`config.mk`:
```
export PLATFORM = sky130hd
export DESIGN_NAME = lz77se_front
export DESIGN_NICKNAME = d
export VERILOG_FILES = /design/src/rtl/lz77se_pkg.sv /design/src/rtl/lz77se_front.sv
export SDC_FILE = /design/constraint.sdc
export NUM_CORES = 1
export LEC_CHECK = 0
export BUFFER_PORTS_ARGS = -buffer_cell sky130_fd_sc_hd__clkbuf_2
export CORE_AREA = 8 8 113 115
export CTS_BUF_LIST = sky130_fd_sc_hd__clkbuf_8 sky130_fd_sc_hd__clkbuf_16
export CTS_CLUSTER_SIZE = 40
export DETAILED_ROUTE_END_ITERATION = 10
export DIE_AREA = 0 0 121 123
export PLACE_DENSITY = 0.93
export SLEW_MARGIN = 20
export SYNTH_ARGS = -nofsm -noshare
export SYNTH_HDL_FRONTEND = slang
export SYNTH_SLANG_ARGS = --single-unit
```
`constraint.sdc`:
```
create_clock -name clk -period 8.1 [get_ports clk]
set_input_delay 1.62 -clock clk [delete_from_list [all_inputs] [get_ports clk]]
set_output_delay 1.62 -clock clk [all_outputs]
set_load 0.01 [all_outputs]
```
`src/rtl/lz77se_pkg.sv`:
```
// Package: shared types and constants of the LZ77 sequence executor.
package lz77se_pkg;

  localparam int unsigned OutDepthDef  = 65536;
  localparam int unsigned LitDepthDef  = 65536;
  localparam int unsigned DictDepthDef = 65536;

  localparam logic [16:0] CapReset  = 17'd65536;
  localparam logic [16:0] DlenReset = 17'd0;

  typedef enum logic [2:0] {
    ACT_LIT   = 3'd0,
    ACT_DICT  = 3'd1,
    ACT_EXEC  = 3'd2,
    ACT_READ  = 3'd3,
    ACT_CLEAR = 3'd4
  } action_t;

  typedef enum logic [1:0] {
    ST_OK      = 2'd0,
    ST_SMALL   = 2'd1,
    ST_CORRUPT = 2'd2
  } status_t;

  typedef enum logic {
    CFG_CAP  = 1'b0,
    CFG_DLEN = 1'b1
  } cfg_idx_t;

  // Classified command handed from front to back.
  typedef struct packed {
    logic [2:0]  action;
    logic [7:0]  data_byte;
    logic [15:0] address;
    logic [16:0] lit_length;
    logic [16:0] match_length;
    logic [17:0] offset;
  } cmd_t;

  typedef enum logic [2:0] {
    BK_IDLE,
    BK_LRD,
    BK_CHK,
    BK_DICT,
    BK_COPY,
    BK_ORD,
    BK_DONE
  } bk_state_t;

endpackage

```
`src/rtl/lz77se_front.sv`:
```
// Front end: accepts input beats and queues them as commands.
module lz77se_front (
  input  logic               clk,
  input  logic               rst_n,
  input  logic               in_valid,
  output logic               in_stall,
  input  logic [2:0]         in_action,
  input  logic [7:0]         in_data_byte,
  input  logic [15:0]        in_address,
  input  logic [16:0]        in_lit_length,
  input  logic [16:0]        in_match_length,
  input  logic [17:0]        in_offset,
  output logic               q_valid,
  output lz77se_pkg::cmd_t   q_cmd,
  input  logic               q_pop
);

  lz77se_pkg::cmd_t q_r [2];
  logic             wp_r, wp_nxt, rp_r, rp_nxt;
  logic [1:0]       cnt_r, cnt_nxt;
  logic             push;

  assign in_stall = (cnt_r == 2'd2);
  assign push     = in_valid && !in_stall;
  assign q_valid  = (cnt_r != 2'd0);
  assign q_cmd    = q_r[rp_r];

  always_comb begin
    wp_nxt  = push ? ~wp_r : wp_r;
    rp_nxt  = q_pop ? ~rp_r : rp_r;
    cnt_nxt = cnt_r + {1'b0, push} - {1'b0, q_pop};
  end

  always_ff @(posedge clk) begin
    if (!rst_n) begin
      wp_r  <= 1'b0;
      rp_r  <= 1'b0;
      cnt_r <= 2'd0;
    end else begin
      wp_r  <= wp_nxt;
      rp_r  <= rp_nxt;
      cnt_r <= cnt_nxt;
    end
  end

  always_ff @(posedge clk) begin
    if (push) begin
      q_r[wp_r] <= '{action: in_action, data_byte: in_data_byte, address: in_address,
                     lit_length: in_lit_length, match_length: in_match_length,
                     offset: in_offset};
    end
  end

  a_no_pop_empty: assert property (@(posedge clk) disable iff (!rst_n)
    q_pop |-> q_valid) else $error("pop from empty queue");
  a_cnt_range: assert property (@(posedge clk) disable iff (!rst_n)
    cnt_r != 2'd3) else $error("queue count out of range");
  a_full_stall: assert property (@(posedge clk) disable iff (!rst_n)
    (cnt_r == 2'd2 && !q_pop) |=> in_stall) else $error("full queue not stalled");

endmodule

```
; ---- Word-level counts from Yosys, hierarchy flattened
; Memory sizes are Yosys's and may differ from the RTL's. A register that Yosys moved wholly into a read port is not among the register bits.
; Index checks and enable logic that the tools add are counted.
; Widths: inputs -> output; s select.
[op_classes]
n_addsub = 2
eq_ne = 1
muxes = 4
n_bitwise = 2
n_reduce_logical = 3
[op_table]
columns = cell, count
row1 = $mux 1, 4
row2 = $add 2x1->2, 1
row3 = $eq 2x2->1 const B, 1
row4 = $not 1->1, 2
row5 = $reduce_bool 2->1, 1
row6 = $sub 2x1->2, 1
row7 = $logic_and 1x1->1, 1
row8 = $logic_not 1->1, 1
[word_totals]
register_bits = 4
mem_bits_rw = 158
wordCells = 16
memories = 1
[mem_list]
columns = name, depth, word_bits, read_ports, rd_ports_with_merged_regs, write_ports, line_no
row1 = q_r, 2, 79, 1, 1, 1, lz77se_front.sv:18  ; lz77se_pkg::cmd_t q_r [2];

; ---- Logic depth before layout (Yosys ltp)
[logic_depth]
depth_word = 5
ltp_mapped = 8
mapped_depth_nobuf = 8

; ---- Worst setup path after synthesis
; Ideal clock, no wire load.
[synth_timing]
path_type = input-to-reg
startpoint = input port in_valid
endpoint = memory q_r[0][0] in the netlist's numbering, enable pin
setup_time_ps = 517
arrival_ps = 5009
required_time_ps = 7583
setup_slack_ps = 2574
cell_stages = 2
path_buffers = 0
path_cell_list = nand2_1 > nor2_1
[synth_via]
elab_chain_cells = 3
[synth_rtl]
columns = item, line_no
row1 = "start, declared", lz77se_front.sv:5  ; input logic in_valid,
row2 = $logic_and 1x1->1, lz77se_front.sv:24  ; assign push = in_valid && !in_stall;
row3 = $mux 1, lz77se_front.sv:47  ; if (push) begin
row4 = $mux 1 (not written as such), lz77se_front.sv:48  ; q_r[wp_r] <= '{action: in_action, data_byte: in_data_byte, address: in_address,
row5 = "end, declared", lz77se_front.sv:18
; No other way between the ends.

==> run metrics <==
outcome=finished, final reports clean; CTS Buffer Depth=2; Layout Cells excl Fill=602; Synth Net Count=356; CTS resizes=0; clock slew at reported path FFs=0.06 ns; pre-CTS setup slack=4.818 ns; critical path capture point type=primary output; TNS Setup=0 ns; Synth Register Bits=163; root buffer cell=clkbuf_16; synth warn=0; HPWL after DPL=7.488 mm; Netlist Area Pre-Place=5962 sq um; IO Count=164; arrival time worst endpoint=2.07 ns; pin count of the biggest net entering global routing=80; GR Util All Layers=0.1492; Hold WC Path Type=flip-flop to flip-flop; Static Leak=2.907 nW; CTS sink cnt=163; Setup Viol. Count Final=0; area grow syn2layout=26.30%; critical path class=flip-flop to primary output; power share of the sequential group=0.503; Rows=39; VDD IR-drop max=0.2567 mV; Synth Area per Inst=22.00 sq um; CTS Buf Count=17; Worst Setup Slack, final=4.414 ns; Power Density=294.7 nW/um^2; max layer used=met4; commonest non-fill, non-tap cell in the layout=clkbuf_2; most frequent cells in the layout=163 x clkbuf_2, 158 x edfxtp_1, 69 x mux2_2, 17 x clkbuf_16, 10 x mux2_4; kind of start point of the critical path=flip-flop; Die Y=123 um; Fmax achieved=271.3 MHz; DR vias=3019; Die ar.=14880 sq um; final slew viol count=0; initial antenna violation count=0; Period minus WS final=3.686 ns; switching part of the total=0.2417; Die X=121 um; TritonCTS clock tree=built; Slew Limit Headroom=0.2854; Int Pwr=1.682 mW; layout cells sized above 1=0.6078; Yosys cell types=17; combinational group share of total power=0.153; hold-fix buffers at CTS=0; Worst Skew=0.005498 ns; max-cap violations=0; Residual DRC=0; RSZ-0062 raised after global routing=no; DRT iter0 DRCs=201; met3 WL post-DR=909 um; Placer Congestion=0.7037; highest fanout seen on the critical path=79; vias per cell=5.015; power share of the clock group=0.344; vias in the first global route=3364; Core Box Area=11080 sq um; cell count after synthesis=271; DP Cell Count=569; PortBufs=163; initial core utilization=0.5382; DR WL met2=5.869 mm; Worst Tran Pin Value=1.072 ns; antenna-violating nets left=0; n_diodes=0; crit-path cells=mux2_2 -> clkbuf_2; Design Power=2.219 mW; WL/cell=18.62 um; sequential fraction of the synthesis area=0.8126; period utilisation layout=0.4550; global-route wire length before repair=16.77 mm; post-CTS setup buffer count=0; TritonRoute pass-1 iters=4; clk_lat worst skew=0.41 ns; Crit path largest cell delay=1.06 ns; CTS HTree Levels=4; final net count=531; WL met1=4.230 mm; drt total wl=11.21 mm; critical path's slowest cell=dfxtp_4; final hold slack=0.5318 ns; CP Data Required Time=6.48 ns; sw power=0.5363 mW; GR Overflow Total=0; final hold vios=0
==> routing by layer <==
metal	global-route usage	vias up
met5	0	-
met4	0.06870	0
met3	0.05708	19
met2	0.2615	110
met1	0.1567	1471
li1	-	1419
==> path summary, 6_finish.rpt <==
path                             endpoint  cells after the start  slack [ns]  startpoint
worst min register to register       wp_r                      2        0.53        wp_r
worst max-delay path            q_cmd[53]                      2        4.41   flip-flop
worst max register to register  q_r[0][6]                      4        6.07    cnt_r[0]
worst min-delay path                 wp_r                      2        0.53        wp_r
==> power groups by stage <==
stage / registers [mW] / logic, mW / clock network [mW]
after floorplan: 1.12 / 0.214 / 0
after detailed placement: 1.14 / 0.340 / 0
after CTS: 1.12 / 0.343 / 0.775
after global routing: 1.13 / 0.368 / 0.813
after global placement: 1.13 / 0.330 / 0
final: 1.12 / 0.339 / 0.763
==> cells by family after synthesis <==
| group | share of synthesized area |
|---|---|
| AND/OR/NAND/NOR | 0.009026 |
| flip-flops | 0.8126 |
| buffers and inverters | 0.01259 |
| adder cells (fa/ha/maj) | 0.004197 |
| XOR/XNOR | 0.004408 |
| multiplexers | 0.1572 |
==> state kept, by name (all words and copies together), names as in the netlist, named ones only <==
signal,cells
rp_r,1
cnt_r,2
wp_r,1
q_r,158
==> stage by stage <==
step,utilization,area [sq um]
floorplan,-,5962
global placement,0.6244,6917
detailed placement,0.6244,6917
CTS,0.6773,7502
global route,0.6798,7530
finish,0.6798,7530
==> cells in the mapped netlist <==
cell / count / area share
edfxtp_1: 158 / 0.80
mux2_2: 69 / 0.13
mux2_4: 10 / 0.025
buf_2: 6 / 0.0050
dfxtp_1: 5 / 0.017
nor2_1: 4 / 0.0025
buf_6: 3 / 0.0057
inv_1: 3 / 0.0019
ha_1: 2 / 0.0042
nand2_1: 2 / 0.0013
nand2b_1: 2 / 0.0021
xnor2_1: 2 / 0.0029
and2_1: 1 / 0.0010
and3_1: 1 / 0.0010
mux2i_1: 1 / 0.0017
or2_2: 1 / 0.0010
xor2_1: 1 / 0.0015
==> critical path: cells and delay by family, from the launching register on <==
| kind | cells | cell delay, ns |
|---|---|---|
| flip-flops | 1 | 1.06 |
| buffers and inverters | 1 | 0.14 |
| multiplexers | 1 | 0.43 |
==> area by class of cell <==
| cell class | instances | area, sq um |
|---|---|---|
| Clock inverter | 11 | 105.1 |
| Multi-Input combinational cell | 96 | 1055 |
| Clock buffer | 21 | 480.5 |
| Timing Repair Buffer | 165 | 850.8 |
| Tap cell | 143 | 178.9 |
| Sequential cell | 163 | 4848 |
| Inverter | 3 | 11.26 |
| Fill cell | 735 | 3547 |
Power figures use the tool's default switching activity.
